<file path="config.mk">
export PLATFORM = sky130hd
export DESIGN_NAME = mmb_ctrl
export DESIGN_NICKNAME = d
export VERILOG_FILES = /design/src/hw/rtl/mmb_pkg.sv /design/src/hw/rtl/mmb_ctrl.sv
export SDC_FILE = /design/constraint.sdc
export NUM_CORES = 1
export LEC_CHECK = 0
export BUFFER_PORTS_ARGS = -buffer_cell sky130_fd_sc_hd__buf_2
export CORE_AREA = 4 4 41 43
export CTS_BUF_LIST = sky130_fd_sc_hd__clkbuf_4 sky130_fd_sc_hd__clkbuf_8
export DETAILED_ROUTE_END_ITERATION = 6
export DIE_AREA = 0 0 45 47
export GPL_ROUTABILITY_DRIVEN = 0
export SLEW_MARGIN = 20
export SYNTH_ARGS = -nofsm -noshare
export SYNTH_HDL_FRONTEND = slang
export SYNTH_SLANG_ARGS = --single-unit
export TNS_END_PERCENT = 1
</file>
<file path="constraint.sdc">
create_clock -name clk -period 2 [get_ports clk]
set_input_delay 0.2 -clock clk [delete_from_list [all_inputs] [get_ports clk]]
set_output_delay 0.2 -clock clk [all_outputs]
set_load 0.02 [all_outputs]
</file>
<file path="src/hw/rtl/mmb_pkg.sv">
// Shared types and constants of the Bellman update block
package mmb_pkg;

    typedef enum logic [2:0] {
        OP_WRITE       = 3'd0,
        OP_BEGIN_STATE = 3'd1,
        OP_BEGIN_ROW   = 3'd2,
        OP_ENTRY       = 3'd3,
        OP_END_ROW     = 3'd4,
        OP_END_STATE   = 3'd5
    } op_t;

    typedef enum logic [3:0] {
        CMD_NONE,
        CMD_LOAD,
        CMD_WRITE,
        CMD_BEGIN_STATE,
        CMD_BEGIN_ROW,
        CMD_SELF_LOOP,
        CMD_READ,
        CMD_MUL_LO,
        CMD_MUL_HI,
        CMD_ACC,
        CMD_DIV_INIT,
        CMD_DIV_STEP,
        CMD_ROW_END,
        CMD_ROW_DIV,
        CMD_ROW_SKIP,
        CMD_REPORT
    } cmd_t;

    typedef struct packed {
        logic [2:0] op;
        logic       self_hit;
        logic       row_full;
        logic       need_div;
        logic       div_last;
    } status_t;

    localparam logic [32:0] PROB_ONE  = 33'h1_0000_0000;
    localparam logic [63:0] VAL_MAX   = 64'h7FFF_FFFF_FFFF_FFFF;
    localparam logic [63:0] VAL_MIN   = 64'h8000_0000_0000_0000;
    localparam logic [6:0]  DIV_STEPS = 7'd95;

endpackage

</file>
<file path="src/hw/rtl/mmb_ctrl.sv">
// Sequencing state machine of the Bellman update block
module mmb_ctrl
    import mmb_pkg::*;
(
    input  logic    clk,
    input  logic    rst_n,
    input  logic    start,
    input  status_t status,
    output cmd_t    cmd,
    output logic    busy
);

    typedef enum logic [2:0] {
        S_IDLE,
        S_DECODE,
        S_MUL_LO,
        S_MUL_HI,
        S_ACC,
        S_DIV,
        S_DIV_END
    } state_t;

    state_t state_reg;
    state_t state_next;

    always_comb
    begin
        cmd        = CMD_NONE;
        state_next = state_reg;
        unique case (state_reg)
            S_IDLE:
            begin
                if (start)
                begin
                    cmd        = CMD_LOAD;
                    state_next = S_DECODE;
                end
            end
            S_DECODE:
            begin
                state_next = S_IDLE;
                unique case (status.op)
                    OP_WRITE:       cmd = CMD_WRITE;
                    OP_BEGIN_STATE: cmd = CMD_BEGIN_STATE;
                    OP_BEGIN_ROW:   cmd = CMD_BEGIN_ROW;
                    OP_ENTRY:
                    begin
                        if (status.self_hit)
                        begin
                            cmd = CMD_SELF_LOOP;
                        end
                        else
                        begin
                            cmd        = CMD_READ;
                            state_next = S_MUL_LO;
                        end
                    end
                    OP_END_ROW:
                    begin
                        priority if (status.row_full)
                        begin
                            cmd = CMD_ROW_SKIP;
                        end
                        else if (status.need_div)
                        begin
                            cmd        = CMD_DIV_INIT;
                            state_next = S_DIV;
                        end
                        else
                        begin
                            cmd = CMD_ROW_END;
                        end
                    end
                    OP_END_STATE:   cmd = CMD_REPORT;
                    default:        cmd = CMD_NONE;
                endcase
            end
            S_MUL_LO:
            begin
                cmd        = CMD_MUL_LO;
                state_next = S_MUL_HI;
            end
            S_MUL_HI:
            begin
                cmd        = CMD_MUL_HI;
                state_next = S_ACC;
            end
            S_ACC:
            begin
                cmd        = CMD_ACC;
                state_next = S_IDLE;
            end
            S_DIV:
            begin
                cmd = CMD_DIV_STEP;
                if (status.div_last)
                begin
                    state_next = S_DIV_END;
                end
            end
            S_DIV_END:
            begin
                cmd        = CMD_ROW_DIV;
                state_next = S_IDLE;
            end
            default:
            begin
                state_next = S_IDLE;
            end
        endcase
    end

    always_ff @(posedge clk or negedge rst_n)
    begin
        if (!rst_n)
        begin
            state_reg <= S_IDLE;
        end
        else
        begin
            state_reg <= state_next;
        end
    end

    assign busy = (state_reg != S_IDLE);

endmodule

</file>
==> metrics.cfg <==
[worst_hold_path]
hp-start=start
hold_path_class=in -> reg
hold_depth=3
hold_end=state_reg[0]

[synth]
synth_cell_types=24
synth_xor_xnor_area_share_pct=2.93
synth_edf_count=0
ys_seq_area_share_pct=25.1
synth-compound-area-share_pct=32.2
async_flop_share_pct=100
syn_nets=48
synthCells=38
yosysTopAreaCellShare_pct=25.1
synth.avg_cell_area_um2=7.87
synth_top_family_by_area=compound AO/OA/AOI/OAI gates
synth_common_cells=o21ai_0 (5), nand2_1 (4), a31oi_1 (3), dfrtp_1 (3), inv_1 (3)
synthTopCellsByArea=dfrtp_1 (25%), o21ai_0 (8.4%), a31oi_1 (6.3%)
synth_top_area_cell=dfrtp_1
synthAdderAreaFrac_pct=0
ys.flop_type=dfrtp_1
synthSimpleGateAreaFrac_pct=30.5
yosys_register_bits=3
yosysWarnings=0
synthMuxAreaShare_pct=0
yosysMostFrequentCell=o21ai_0
syn_area_um2=299

[sta]
fin_skew_ns=0.00104
setup_viol=0
slew_headroom_pct=77.1
finalCritPeriodShare_pct=86.0
tightest_slew_ns=0.342
holdWs_ns=0.203
period_minus_slack_ns=1.72
drv_slew=0
fin_setup_tns_ns=0
max_freq_mhz=582
finalHoldViolCount=0
rsz0062_at_grt=no

[final_layout]
ff_latch_area_um2=75.1
multi_input_area_um2=196
nNetsFinal=66
fillers=154
drive_gt1_share_pct=34.5
largest_reg_flops=3
diodes=0
finalInstanceArea_um2=412
syn_to_final_growth_pct=37.7

[routing]
totalWireLength_um=818
drc=0
wl_per_cell_um=11.7
vias=356
via_per_inst=5.09
drtPass1Iterations=4
drt_iter0_markers=9
ant_nets=0

[worst_setup_path]
path_delay_family=simple AND/OR/NAND/NOR gates
crit_type=reg -> out
worstSetupEndpointType=output port
worst-path-max-fanout=10
rrSetupSlack_ns=0.89
ff2ff_path_depth=3
r2r-start=state_reg[2]
required_ns=1.80
r2r_end=state_reg[1]
critical-path-slowest-cell=or4_1
worst-path-buf-inv=1
crit_arrival_ns=1.52
path_cells=or4_1 > nand2_1 > a31oi_1 > buf_2
cpPeakStageDelay_ns=0.54
cp-start-kind=flop

[pwr]
power_leakage_nw=0.186
power_density_nw_per_um2=1360
power_w=0.000560
vdd.ir_drop.worst_mv=0.593

[grt]
met2_usage_pct=11.3
use_met1_pct=10.2
grt_pass1_vias=300
grt_pass1_wl_um=1260
grt_max_degree=13
grt_remaining_overflow=0
grt.total_usage_pct=8.77
busiest_layer=met2
antenna_found_initial=0
grtUsageMet3_pct=5.75

[floorplan]
dieWidth_um=45
die-area_um2=2120
fp.dieH_um=47
placeableCoreArea_um2=1300
io_pins=15
row_count=13
initial_utilization_pct=23.0

[clock_tree]
cts_tree=built
clkTransAtPathRegs_ns=0.04
htree_levels=1
post-cts-setup-buffer-count=0
clock-sinks=3
cts_buffer_depth=2
numCtsBuffers=3
root_buffer=clkbuf_4
insertion_delay_ns=0.24

[placed_design]
place_area_um2=372
placement.io_buffers=14

[run]
maxCapViolations=0

[run_status]
run_status=finished, final reports clean

[power breakdown]
group | switching [W] | leakage (nW) | internal (W)
Clock | 0.0000367 | 0.0184 | 0.0000886
Combinational | 0.000186 | 0.128 | 0.000120
Sequential | 0.0000458 | 0.0399 | 0.0000827
[worst max-delay path by stage]
| stage | slack, ns | endpoint | cells after the start | start |
|---|---|---|---|---|
| floorplan | 0.35 | cmd[2] | 3 | state_reg[1] |
| detailed placement | 0.53 | cmd[0] | 4 | state_reg[1] |
| finish | 0.28 | cmd[0] | 4 | state_reg[1] |
| CTS | 0.28 | cmd[0] | 4 | state_reg[1] |
| global placement | 0.55 | cmd[0] | 4 | state_reg[1] |
| global route | 0.16 | cmd[0] | 4 | state_reg[1] |
[worst reg2reg max path, cell delays in order, from the launching register on]
cell and delay, ns:
dfrtp_1 0.52, inv_1 0.15, a31oi_1 0.21, o22ai_1 0.10
[timing repair]
action                    CTS  global route
gates resized for setup     0             0
hold endpoints to repair    3             0
hold buffers                1             0
[routing by layer]
layer  vias up  part of all wire [%]  routed length (µm)
met3         0                   9.0                  74
li1        178                     -                   -
met1       164                    47                 386
met5         -                     0                   0
met4         0                     0                   0
met2        14                    44                 358
[final cells by class]
| type | instances | area share, % |
|---|---|---|
| multi-input combinational | 30 | 47.7 |
| inverter | 3 | 2.74 |
| clock buffer | 4 | 7.29 |
| timing repair buffer | 15 | 19.5 |
| sequential | 3 | 18.2 |
| tap | 15 | 4.56 |
[through the flow]
stage / std cells / worst slack [ns] / util [%]
floorplan: 38 / 0.346 / -
global placement: 65 / 0.550 / 28.6
detailed placement: 65 / 0.532 / 28.6
CTS: 70 / 0.280 / 31.6
global route: 70 / 0.165 / 31.6
finish: 70 / 0.281 / 31.6
[logic make-up after synthesis]
kind of cell | count (synthesis)
simple gates | 14
xor+xnor | 1
buf+inv | 5
compound gates | 15
flops | 3
[cell usage in the layout (no fill, tap or decap), drive strengths merged]
| cell | synthesis | layout |
|---|---|---|
| nor4b | 1 | 1 |
| inv | 3 | 3 |
| o21ai | 5 | 5 |
| o22ai | 1 | 1 |
| or3 | 1 | 1 |
| and2b | 1 | 1 |
| nor2 | 1 | 1 |
| nand2 | 4 | 4 |
| buf | 2 | 14 |
| or4b | 1 | 1 |
| xnor2 | 1 | 1 |
| nor3b | 1 | 1 |
| o2bb2a | 1 | 1 |
| a21oi | 1 | 1 |
| dlygate4sd3 | 0 | 1 |
| o31ai | 1 | 1 |
| a211oi | 2 | 2 |
| or4 | 1 | 1 |
| o41ai | 1 | 1 |
| and2 | 1 | 1 |
| dfrtp | 3 | 3 |
| nand2b | 1 | 1 |
| clkbuf | 0 | 4 |
| nor2b | 1 | 1 |
| a31oi | 3 | 3 |
Power figures use the tool's default switching activity.
